File: src/design/apc_pkg.sv
// ============================================================================
// apc_pkg
// Types, constants and codes of the all pairs path center finder.
// ============================================================================
package apc_pkg;

    localparam int MAX_VERTICES = 64;
    localparam int VTX_W        = $clog2(MAX_VERTICES);
    localparam int NCNT_W       = VTX_W + 1;
    localparam int ADDR_W       = 2 * VTX_W;
    localparam int DEPTH        = MAX_VERTICES * MAX_VERTICES;
    localparam int DIST_W       = 31;
    localparam int HOP_W        = VTX_W + 1;
    localparam int WEIGHT_W     = 24;
    localparam int ACC_W        = DIST_W + VTX_W;
    localparam int BT_W         = 11;
    localparam int ENTRY_W      = HOP_W + DIST_W;
    localparam int CFG_IDX_W    = 2;
    localparam int CFG_DATA_W   = 7;

    localparam logic [DIST_W-1:0] DIST_INF = '1;
    localparam logic [HOP_W-1:0]  HOP_NONE = HOP_W'(MAX_VERTICES);
    localparam logic [BT_W-1:0]   BT_MAX   = '1;

    localparam logic [1:0] ACT_CLEAR   = 2'd0;
    localparam logic [1:0] ACT_EDGE    = 2'd1;
    localparam logic [1:0] ACT_COMPUTE = 2'd2;
    localparam logic [1:0] ACT_QUERY   = 2'd3;

    localparam logic [1:0] MODE_BETWEEN = 2'd3;
    localparam logic [1:0] MODE_MAX     = 2'd1;

    localparam logic [CFG_IDX_W-1:0] CFG_VERTEX_COUNT = CFG_IDX_W'(0);
    localparam logic [CFG_IDX_W-1:0] CFG_CENTER_MODE  = CFG_IDX_W'(1);

    typedef struct packed {
        logic [1:0]          action;
        logic [VTX_W-1:0]    vertex_a;
        logic [VTX_W-1:0]    vertex_b;
        logic [WEIGHT_W-1:0] edge_weight;
    } t_in_item;

    typedef struct packed {
        logic                result_kind;
        logic [VTX_W-1:0]    chosen_vertex;
        logic [DIST_W-1:0]   path_distance;
        logic                hop_known;
    } t_out_item;

    typedef struct packed {
        logic [HOP_W-1:0]  hop;
        logic [DIST_W-1:0] len;
    } t_entry;

    typedef enum logic [4:0] {
        S_CLR, S_IDLE, S_EDGE, S_IK_RD, S_IK_CAP, S_J_RD, S_J_UPD,
        S_ROW_RD, S_ROW_ACC, S_ROW_END, S_BT_RD, S_BT_ACC, S_BT_END,
        S_CENTER, S_Q_RD, S_Q_HOP, S_Q_DIST, S_DONE
    } t_state;

    typedef enum logic [4:0] {
        DP_NOP, DP_LOAD, DP_CLR, DP_EDGE, DP_IK_RD, DP_IK_CAP, DP_J_RD, DP_J_UPD,
        DP_ROW_RD, DP_ROW_ACC, DP_ROW_END, DP_BT_RD, DP_BT_ACC, DP_BT_END,
        DP_CENTER, DP_Q_RD, DP_Q_HOP, DP_Q_DIST
    } t_dp_op;

    typedef struct packed {
        t_dp_op op;
        logic   out_load;
    } t_dp_cmd;

    typedef struct packed {
        logic clr_last;
        logic edge_last;
        logic j_last;
        logic i_last;
        logic k_last;
    } t_dp_stat;

endpackage

File: src/design/apc_ctrl.sv
// ============================================================================
// apc_ctrl
// Sequencer that steps the datapath through clear, edge, compute and query.
// ============================================================================
module apc_ctrl
    import apc_pkg::*;
(
    input  logic       i_clk,
    input  logic       i_rst_n,
    input  logic       i_start,
    input  logic [1:0] i_action,
    input  logic       i_mode_bt,
    input  t_dp_stat   i_stat,
    input  logic       i_out_free,
    output t_dp_cmd    o_cmd,
    output logic       o_idle
);

    t_state r_state;
    t_state n_state;

    always_ff @(posedge i_clk) begin
        if (!i_rst_n) begin
            r_state <= S_CLR;
        end else begin
            r_state <= n_state;
        end
    end

    always_comb begin
        n_state        = r_state;
        o_cmd.op       = DP_NOP;
        o_cmd.out_load = 1'b0;
        o_idle         = 1'b0;
        unique case (r_state)
            S_CLR: begin
                o_cmd.op = DP_CLR;
                if (i_stat.clr_last) n_state = S_IDLE;
            end
            S_IDLE: begin
                o_idle = 1'b1;
                if (i_start) begin
                    o_cmd.op = DP_LOAD;
                    unique case (i_action)
                        ACT_CLEAR:   n_state = S_CLR;
                        ACT_EDGE:    n_state = S_EDGE;
                        ACT_COMPUTE: n_state = S_IK_RD;
                        default:     n_state = S_Q_RD;
                    endcase
                end
            end
            S_EDGE: begin
                o_cmd.op = DP_EDGE;
                if (i_stat.edge_last) n_state = S_IDLE;
            end
            S_IK_RD: begin
                o_cmd.op = DP_IK_RD;
                n_state  = S_IK_CAP;
            end
            S_IK_CAP: begin
                o_cmd.op = DP_IK_CAP;
                n_state  = S_J_RD;
            end
            S_J_RD: begin
                o_cmd.op = DP_J_RD;
                n_state  = S_J_UPD;
            end
            S_J_UPD: begin
                o_cmd.op = DP_J_UPD;
                priority if (i_stat.j_last && i_stat.i_last && i_stat.k_last) begin
                    n_state = i_mode_bt ? S_BT_RD : S_ROW_RD;
                end else if (i_stat.j_last) begin
                    n_state = S_IK_RD;
                end else begin
                    n_state = S_J_RD;
                end
            end
            S_ROW_RD: begin
                o_cmd.op = DP_ROW_RD;
                n_state  = S_ROW_ACC;
            end
            S_ROW_ACC: begin
                o_cmd.op = DP_ROW_ACC;
                n_state  = i_stat.j_last ? S_ROW_END : S_ROW_RD;
            end
            S_ROW_END: begin
                o_cmd.op = DP_ROW_END;
                n_state  = i_stat.i_last ? S_CENTER : S_ROW_RD;
            end
            S_BT_RD: begin
                o_cmd.op = DP_BT_RD;
                n_state  = S_BT_ACC;
            end
            S_BT_ACC: begin
                o_cmd.op = DP_BT_ACC;
                n_state  = (i_stat.j_last && i_stat.i_last) ? S_BT_END : S_BT_RD;
            end
            S_BT_END: begin
                o_cmd.op = DP_BT_END;
                n_state  = i_stat.k_last ? S_CENTER : S_BT_RD;
            end
            S_CENTER: begin
                o_cmd.op = DP_CENTER;
                n_state  = S_DONE;
            end
            S_Q_RD: begin
                o_cmd.op = DP_Q_RD;
                n_state  = S_Q_HOP;
            end
            S_Q_HOP: begin
                o_cmd.op = DP_Q_HOP;
                n_state  = S_Q_DIST;
            end
            S_Q_DIST: begin
                o_cmd.op = DP_Q_DIST;
                n_state  = S_DONE;
            end
            S_DONE: begin
                if (i_out_free) begin
                    o_cmd.out_load = 1'b1;
                    n_state        = S_IDLE;
                end
            end
            default: n_state = S_CLR;
        endcase
    end

endmodule

File: config.mk
export PLATFORM = sky130hd
export DESIGN_NAME = apc_ctrl
export DESIGN_NICKNAME = d
export VERILOG_FILES = /design/src/design/apc_pkg.sv /design/src/design/apc_ctrl.sv
export SDC_FILE = /design/constraint.sdc
export NUM_CORES = 1
export LEC_CHECK = 0
export ABC_AREA = 1
export BUFFER_PORTS_ARGS = -buffer_cell sky130_fd_sc_hd__buf_4
export CORE_AREA = 2 2 39 41
export CTS_CLUSTER_DIAMETER = 60
export CTS_CLUSTER_SIZE = 40
export DETAILED_ROUTE_END_ITERATION = 10
export DIE_AREA = 0 0 41 43
export GPL_TIMING_DRIVEN = 0
export PLACE_DENSITY = 0.77
export SYNTH_ARGS = -nofsm -noshare
export SYNTH_HDL_FRONTEND = slang
export SYNTH_SLANG_ARGS = --single-unit
export TNS_END_PERCENT = 10
File: constraint.sdc
create_clock -name i_clk -period 3.56 [get_ports i_clk]
set_input_delay 0.89 -clock i_clk [delete_from_list [all_inputs] [get_ports i_clk]]
set_output_delay 0.89 -clock i_clk [all_outputs]
set_load 0.05 [all_outputs]
# ---- After elaboration in Yosys (flattened, before gate mapping)
# Cells that the tools add are included.
# Widths: inputs -> output; s select.
dict set report op_classes {
  muxes 18
  eq_ne 23
  reduce_logical 6
}
# op n
set ops {}
lappend ops {{$pmux 5 s17} 2}
lappend ops {{$eq 5x4->1 const B} 8}
lappend ops {{$eq 5x3->1 const B} 4}
lappend ops {{$mux 5} 4}
lappend ops {{$mux 4} 4}
lappend ops {{$pmux 4 s3} 1}
lappend ops {{$eq 5x2->1 const B} 2}
lappend ops {{$eq 5x5->1 const B} 2}
lappend ops {{$mux 3} 3}
lappend ops {{$ne 2x2->1 const B} 4}
lappend ops {{$eq 5x1->1 const B} 1}
lappend ops {{$logic_not 5->1} 1}
lappend ops {{$mux 1} 4}
lappend ops {{$reduce_and 4->1} 1}
lappend ops {{$eq 2x1->1 const B} 1}
lappend ops {{$eq 2x2->1 const B} 1}
lappend ops {{$logic_and 1x1->1} 2}
lappend ops {{$logic_not 2->1} 1}
lappend ops {{$reduce_or 2->1} 1}
dict set report totals {
  word_cells 48
  input_bits 12
  reg_bits 5
  output_inout_bits 7
}

# ---- Depth between registers and ports, before layout
# Gate-level depths: netlist of run 1.
dict set report depth {
  depth_word 4
  ltp_mapped 9
  depth_no_buf 9
}

# ---- Least setup slack after synthesis of run 1
# Ideal clock, no wire load.
dict set report synth_timing {
  path_type {input port to output port}
  startpoint {in i_out_free}
  endpoint {out o_cmd[0] (netlist name)}
  stages 2
  path_slack_ps 657
  required_time_ps 2670
  arrival_time_ps 2013
  path_buffers 0
  path_cell_list {inv_1 -> nor3_1}
}
# item line
set synth_lines {}
lappend synth_lines {{from (decl)} apc_ctrl.sv:14} ;# input logic i_out_free,
lappend synth_lines {{to (decl)} apc_ctrl.sv:15} ;# output t_dp_cmd o_cmd,

==> flow_metrics.tcl, run 1 <==
set metrics [dict create \
    outcome "finished clean" \
    synth_mux_area_share_pct 0 \
    gr-usage-met2_pct 40.9 \
    final_common_cell "nand2_1" \
    grt_usage_pct 25.7 \
    crit_chain "nand3_1 -> inv_2 -> nand2_1 -> nand2_1 -> inv_1 -> nand3_1 -> buf_4" \
    slowest_delay_ps 450 \
    cts_resized 0 \
    cts_buffers 3 \
    synth_compound_area_share_pct 16.8 \
    critical_path_class "flop to primary output" \
    gp_congestion 0.854 \
    met1_usage_pct 32.4 \
    busiest_layer "met2" \
    synthDistinctLibCells 19 \
    top_register "r_state" \
    synthSimpleGateAreaFrac_pct 56.7 \
    fin_area_um2 843 \
    multiInputGateArea_um2 487 \
    required_ps 2670 \
    place_hpwl_um 1540 \
    seq_area_frac_synth_pct 15.1 \
    min_path_type "flop to flop" \
    grt_start_max_net_pins 8 \
    seq_area_um2 100 \
    final_cell_mix "nand2_1, buf_4, nor2_1" \
    drc 0 \
    syn_area_um2 662 \
    drtPass1Iterations 4 \
    antenna_found_initial 0 \
    wire_per_inst_um 11.1 \
    fill_cells 151 \
    finalHoldViolations 0 \
    synth_top_family_by_area "simple AND/OR/NAND/NOR gates" \
    cp-start-kind "flop" \
    syn_nets 137 \
    period_share_pct 67.9 \
    post_cts_buffers 0 \
    worstSetupEndpointType "primary output" \
    grt_pass1_vias 782 \
    layout-drive-gt1-share_pct 27.9 \
    htreeDepth 1 \
    power.leakage_uw 0.000452 \
    vdd_drop_max_mv 0.464 \
    path_clk_slew_ps 40 \
    max-slew-margin-rel_pct 80.0 \
    fin_skew_ps 1.41 \
    tightest_slew_ps 300 \
    ctsRootBufferMaster "clkbuf_4" \
    yosys_warnings 0 \
    grt_pass1_wl_um 3110 \
    core_area_um2 1380 \
    place_area_um2 817 \
    power_density_nw_per_um2 576 \
    syn2layout_area_growth_pct 27.4 \
    top_regs "r_state x5" \
    die_w_um 41 \
    cts_tree "done" \
    timing.hold.ws_ps 591 \
    synth_fa_ha_area_share_pct 0 \
    r2r_setup_slack_ps 2180 \
    cap_violations 0 \
    slew_violations 0 \
    crit_fanout 6 \
    final_nets 160 \
    avgSynthCellArea_um2 5.30 \
    max_freq_mhz 414 \
    gr-total-overflow 0 \
    setup_viol 0 \
    grt_setup_unrepaired "false" \
    dieHeight_um 43 \
    std_cell_rows 14 \
    synth_seq_cells 5 \
    syn_inst 125 \
    postCtsHoldBufs 0 \
    io_pins 19 \
    synthXorXnorAreaFrac_pct 0 \
    dr_total_vias 876 \
    port_buffers 18 \
    start_util_pct 47.8 \
    n_antenna_cell 0 \
    wirelength_um 1810 \
    final.setup.tns_ps 0 \
    slowest_stage "dfxtp_1" \
    detail-route-antenna-nets 0 \
    cp.arrival_ps 1530 \
    die_area_um2 1760 \
    clk_latency_ps 240 \
    use_met3_pct 3.14 \
    drt_iter0_markers 25 \
    cts_buffer_depth 2 \
    largest_reg_flops 5 \
    clkSinkCount 5 \
    via_per_inst 5.37 \
    period_minus_slack_ps 2420 \
]
layer usage:
layer | vias to the layer above | routed length [um]
li1 | 452 | -
met1 | 395 | 811
met2 | 27 | 889
met3 | 2 | 98
met4 | 0 | 8
met5 | - | 0
where the power goes:
group          internal, uW  switching (uW)  leakage (uW)
Clock                  42.3            21.5     0.0000150
Combinational           103             233      0.000396
Sequential             66.5            19.3     0.0000407
metrics by stage:
stage | cells | setup WS [ps] | util, % | total power, uW
after floorplan | 125 | 657 | - | 334
after global placement | 159 | 1270 | 59.0 | 418
after detailed placement | 159 | 1260 | 59.0 | 422
after CTS | 163 | 1150 | 60.9 | 490
after global routing | 163 | 1010 | 60.9 | 531
final | 163 | 1140 | 60.9 | 486
final timing paths:
path | end | cells after the start | startpoint
worst max register to register | r_state[3]$_SDFFE_PN0P_ | 9 | r_state[4]$_SDFFE_PN0P_
worst min register to register | r_state[0]$_SDFFE_PN0P_ | 2 | r_state[0]$_SDFFE_PN0P_
worst max-delay path | o_cmd[3] | 7 | r_state[0]$_SDFFE_PN0P_
worst min-delay path | r_state[0]$_SDFFE_PN0P_ | 2 | r_state[0]$_SDFFE_PN0P_
cell families (layout without fill, tap and decap cells):
logic type	after synthesis	after routing
AOI/OAI and AO/OA	21	21
and+or+nand+nor	79	79
buffers and inverters	20	42
DFF	5	5
area by class of cell:
cell class / count / area share (%)
Timing Repair Buffer: 18 / 16.0
Multi-Input combinational cell: 100 / 57.7
Tap cell: 16 / 2.37
Sequential cell: 5 / 11.9
Clock buffer: 4 / 3.12
Inverter: 20 / 8.90
synthesized netlist by cell type (all sizes together):
cell    number  area, um2
nand3b       1       7.51
o211ai       2       15.0
nor3b        1       7.51
nand4        2       12.5
a21oi       10       50.1
nor3         6       35.0
o21ai        8       40.0
dfxtp        5        100
nor2        24        118
inv         20       75.1
nand3        9       50.1
o22ai        1       6.26
nand2       36        145
critical path, delay by kind of cell, from the launching register on:
| family | cells | cell delay, ps |
|---|---|---|
| flops | 1 | 450 |
| buf+inv | 3 | 380 |
| simple gates | 4 | 460 |
Note: power is estimated with default switching activity, not from simulation.
==> run 2, diff against run 1 <==
- ABC_AREA: 1 -> 0
- CORE_AREA: 2 2 39 41 -> unset
- CORE_UTILIZATION: unset -> 44
- DIE_AREA: 0 0 41 43 -> unset
- PLACE_DENSITY: 0.77 -> 0.73
- clock period: 3.56 -> 2.14 ns (I/O delays scaled with it)
==> run 2 against run 1 <==
Effect of this change: design area down 2.2%; highest routed layer unchanged; critical path type unchanged; synthesized area down 7.4%; largest cell class unchanged; die area down 12%.
==> flow_metrics.tcl, run 2 <==
set metrics [dict create \
    placed_cells 125 \
    syn_nets 104 \
    period_minus_slack_ps 2070 \
    crit_chain "inv_1 -> a21oi_1 -> xnor2_1 -> nor2_1 -> buf_4" \
    clk_latency_ps 240 \
    n_antenna_cell 0 \
    async_flop_share_pct 0 \
    power.total_uw 1150 \
    synth_seq_cells 5 \
    largest_reg_flops 5 \
    top_register "r_state" \
    min_path_cells 3 \
    dieHeight_um 39.3 \
    wirelength_um 1820 \
    outcome "finished clean" \
    wire_per_inst_um 13.9 \
    grt_start_max_net_pins 11 \
    gr-total-overflow 0 \
    syn_inst 92 \
    start_util_pct 47.1 \
    slowest_delay_ps 510 \
    grt_setup_unrepaired "false" \
    top_regs "r_state x5" \
    grt_usage_pct 27.6 \
    std_cell_rows 13 \
    finalHoldViolations 0 \
    cp-start-kind "flop" \
    r2r_cells 5 \
    min_path_type "primary input to flop" \
    final_common_cell "buf_4" \
    final_nets 129 \
    tightest_slew_ps 357 \
    gp_congestion 0.930 \
    ctsRootBufferMaster "clkbuf_4" \
    vdd_drop_max_mv 0.606 \
    synth_area_leaders "dfxtp_1, nand2_1, nor2_1, nand3_1, o21ai_0" \
    seq_area_frac_synth_pct 16.3 \
    syn2layout_area_growth_pct 34.5 \
    yosys.area.top_type "dfxtp_1" \
    synthTopCellsByCount "nand2_1, nor2_1, nand3_1" \
    setup_viol 0 \
    required_ps 1600 \
    power.leakage_uw 0.000339 \
    yosys_most_used_dff "dfxtp_1" \
    place_hpwl_um 1310 \
    dr_total_vias 770 \
    grt_pass1_wl_um 2930 \
    layoutNonFillerInstCount 131 \
    power_density_nw_per_um2 1390 \
    cts_buffer_depth 2 \
    via_per_inst 5.88 \
    htreeDepth 1 \
    yosysMostFrequentCell "nand2_1" \
    path_clk_slew_ps 40 \
    crit_fanout 7 \
    synthDistinctLibCells 38 \
    period_share_pct 96.9 \
    drtPass1Iterations 4 \
    clkSinkCount 5 \
    drt_iter0_markers 36 \
    worstSetupEndpointType "primary output" \
    drc 0 \
    fin_skew_ps 0.340 \
    slowest_stage "dfxtp_1" \
    critical_path_class "flop to primary output" \
    layout-drive-gt1-share_pct 28.4 \
    max_freq_mhz 482 \
    antenna_found_initial 0 \
    synth_edf_count 0 \
    detail-route-antenna-nets 0 \
    max-slew-margin-rel_pct 76.0 \
    io_pins 19 \
    syn_area_um2 613 \
    synth_top_area_share_pct 16.3 \
    slew_violations 0 \
    core_area_um2 1300 \
    die_area_um2 1550 \
    cts_tree "done" \
    cp.arrival_ps 1540 \
    final_cell_mix "buf_4, nand2_1, nor2_1" \
    grt_pass1_vias 645 \
    die_w_um 39.3 \
    avgSynthCellArea_um2 6.66 \
    port_buffers 18 \
    cap_violations 0 \
    yosys_warnings 0 \
    cts_buffers 3 \
]
-- run 2: final timing paths --
| kind | to | slack (ps) | from |
|---|---|---|---|
| min | r_state[1]$_SDFFE_PN0P_ | 580 | i_stat[3] |
| min reg2reg | r_state[1]$_SDFFE_PN0P_ | 760 | r_state[2]$_SDFFE_PN0P_ |
| max reg2reg | r_state[0]$_SDFFE_PN0P_ | 290 | r_state[3]$_SDFFE_PN0P_ |
| max | o_cmd[2] | 70 | r_state[3]$_SDFFE_PN0P_ |
-- run 2: repair_timing --
| item | 4_1_cts | 5_1_grt |
|---|---|---|
| pin swaps | 0 | 1 |
| resized for setup | 3 | 4 |
| buffers inserted | 0 | 3 |
| hold buffers | 0 | 0 |
| endpoints found under the setup margin | 3 | 4 |
-- run 2: power breakdown --
group / internal (uW) / leakage, uW / total [uW] / switching [uW]
Sequential: 119 / 0.0000408 / 148 / 29.6
Clock: 70.5 / 0.0000150 / 110 / 39.3
Combinational: 346 / 0.000283 / 889 / 543
Total: 535 / 0.000339 / 1150 / 612
-- run 2: area by class of cell --
type | instances | area [um2]
flip-flops and latches | 5 | 100
multi-input cells | 75 | 463
inverters | 4 | 15.0
clock buffers | 4 | 26.3
plain buffers | 7 | 43.8
repair buffers | 21 | 158
well taps | 15 | 18.8
fillers | 117 | 477
-- run 2: per-layer routing --
metal / up-vias / track usage [%] / share of wire [%]
met5: - / 0 / 0
met4: 0 / 15.5 / 2.0
met3: 4 / 0 / 6.3
met2: 39 / 44.2 / 46
met1: 338 / 37.3 / 45
li1: 389 / - / -
-- run 2: stage by stage --
| stage | hold WS, ps | util [%] | worst slack (ps) | instance area (um2) | TNS, ps |
|---|---|---|---|---|---|
| floorplan | 639 | - | -127 | 613 | -127 |
| global placement | 706 | 58.9 | 165 | 767 | 0 |
| detailed placement | 699 | 58.9 | 154 | 767 | 0 |
| CTS | 571 | 61.6 | 20.4 | 802 | 0 |
| global route | 581 | 63.4 | 2.85 | 825 | 0 |
| finish | 579 | 63.4 | 66.9 | 825 | 0 |
-- run 2: logic make-up after synthesis --
kind of cell | count (synthesis) | share of synthesized area (%)
flip-flops | 5 | 16.3
AND/OR/NAND/NOR | 42 | 34.3
multiplexers | 2 | 3.27
buffers and inverters | 12 | 9.18
adder cells (fa/ha/maj) | 1 | 1.63
AO/OA/AOI/OAI | 27 | 31.0
XOR/XNOR | 3 | 4.29
-- run 2: worst max-delay path, delay by kind of cell (launching register included) --
kind	cells	cell delay [ps]
DFF	1	510
buffers and inverters	2	390
AOI/OAI and AO/OA	1	210
xor gates and xnor gates	1	130
and+or+nand+nor	1	50
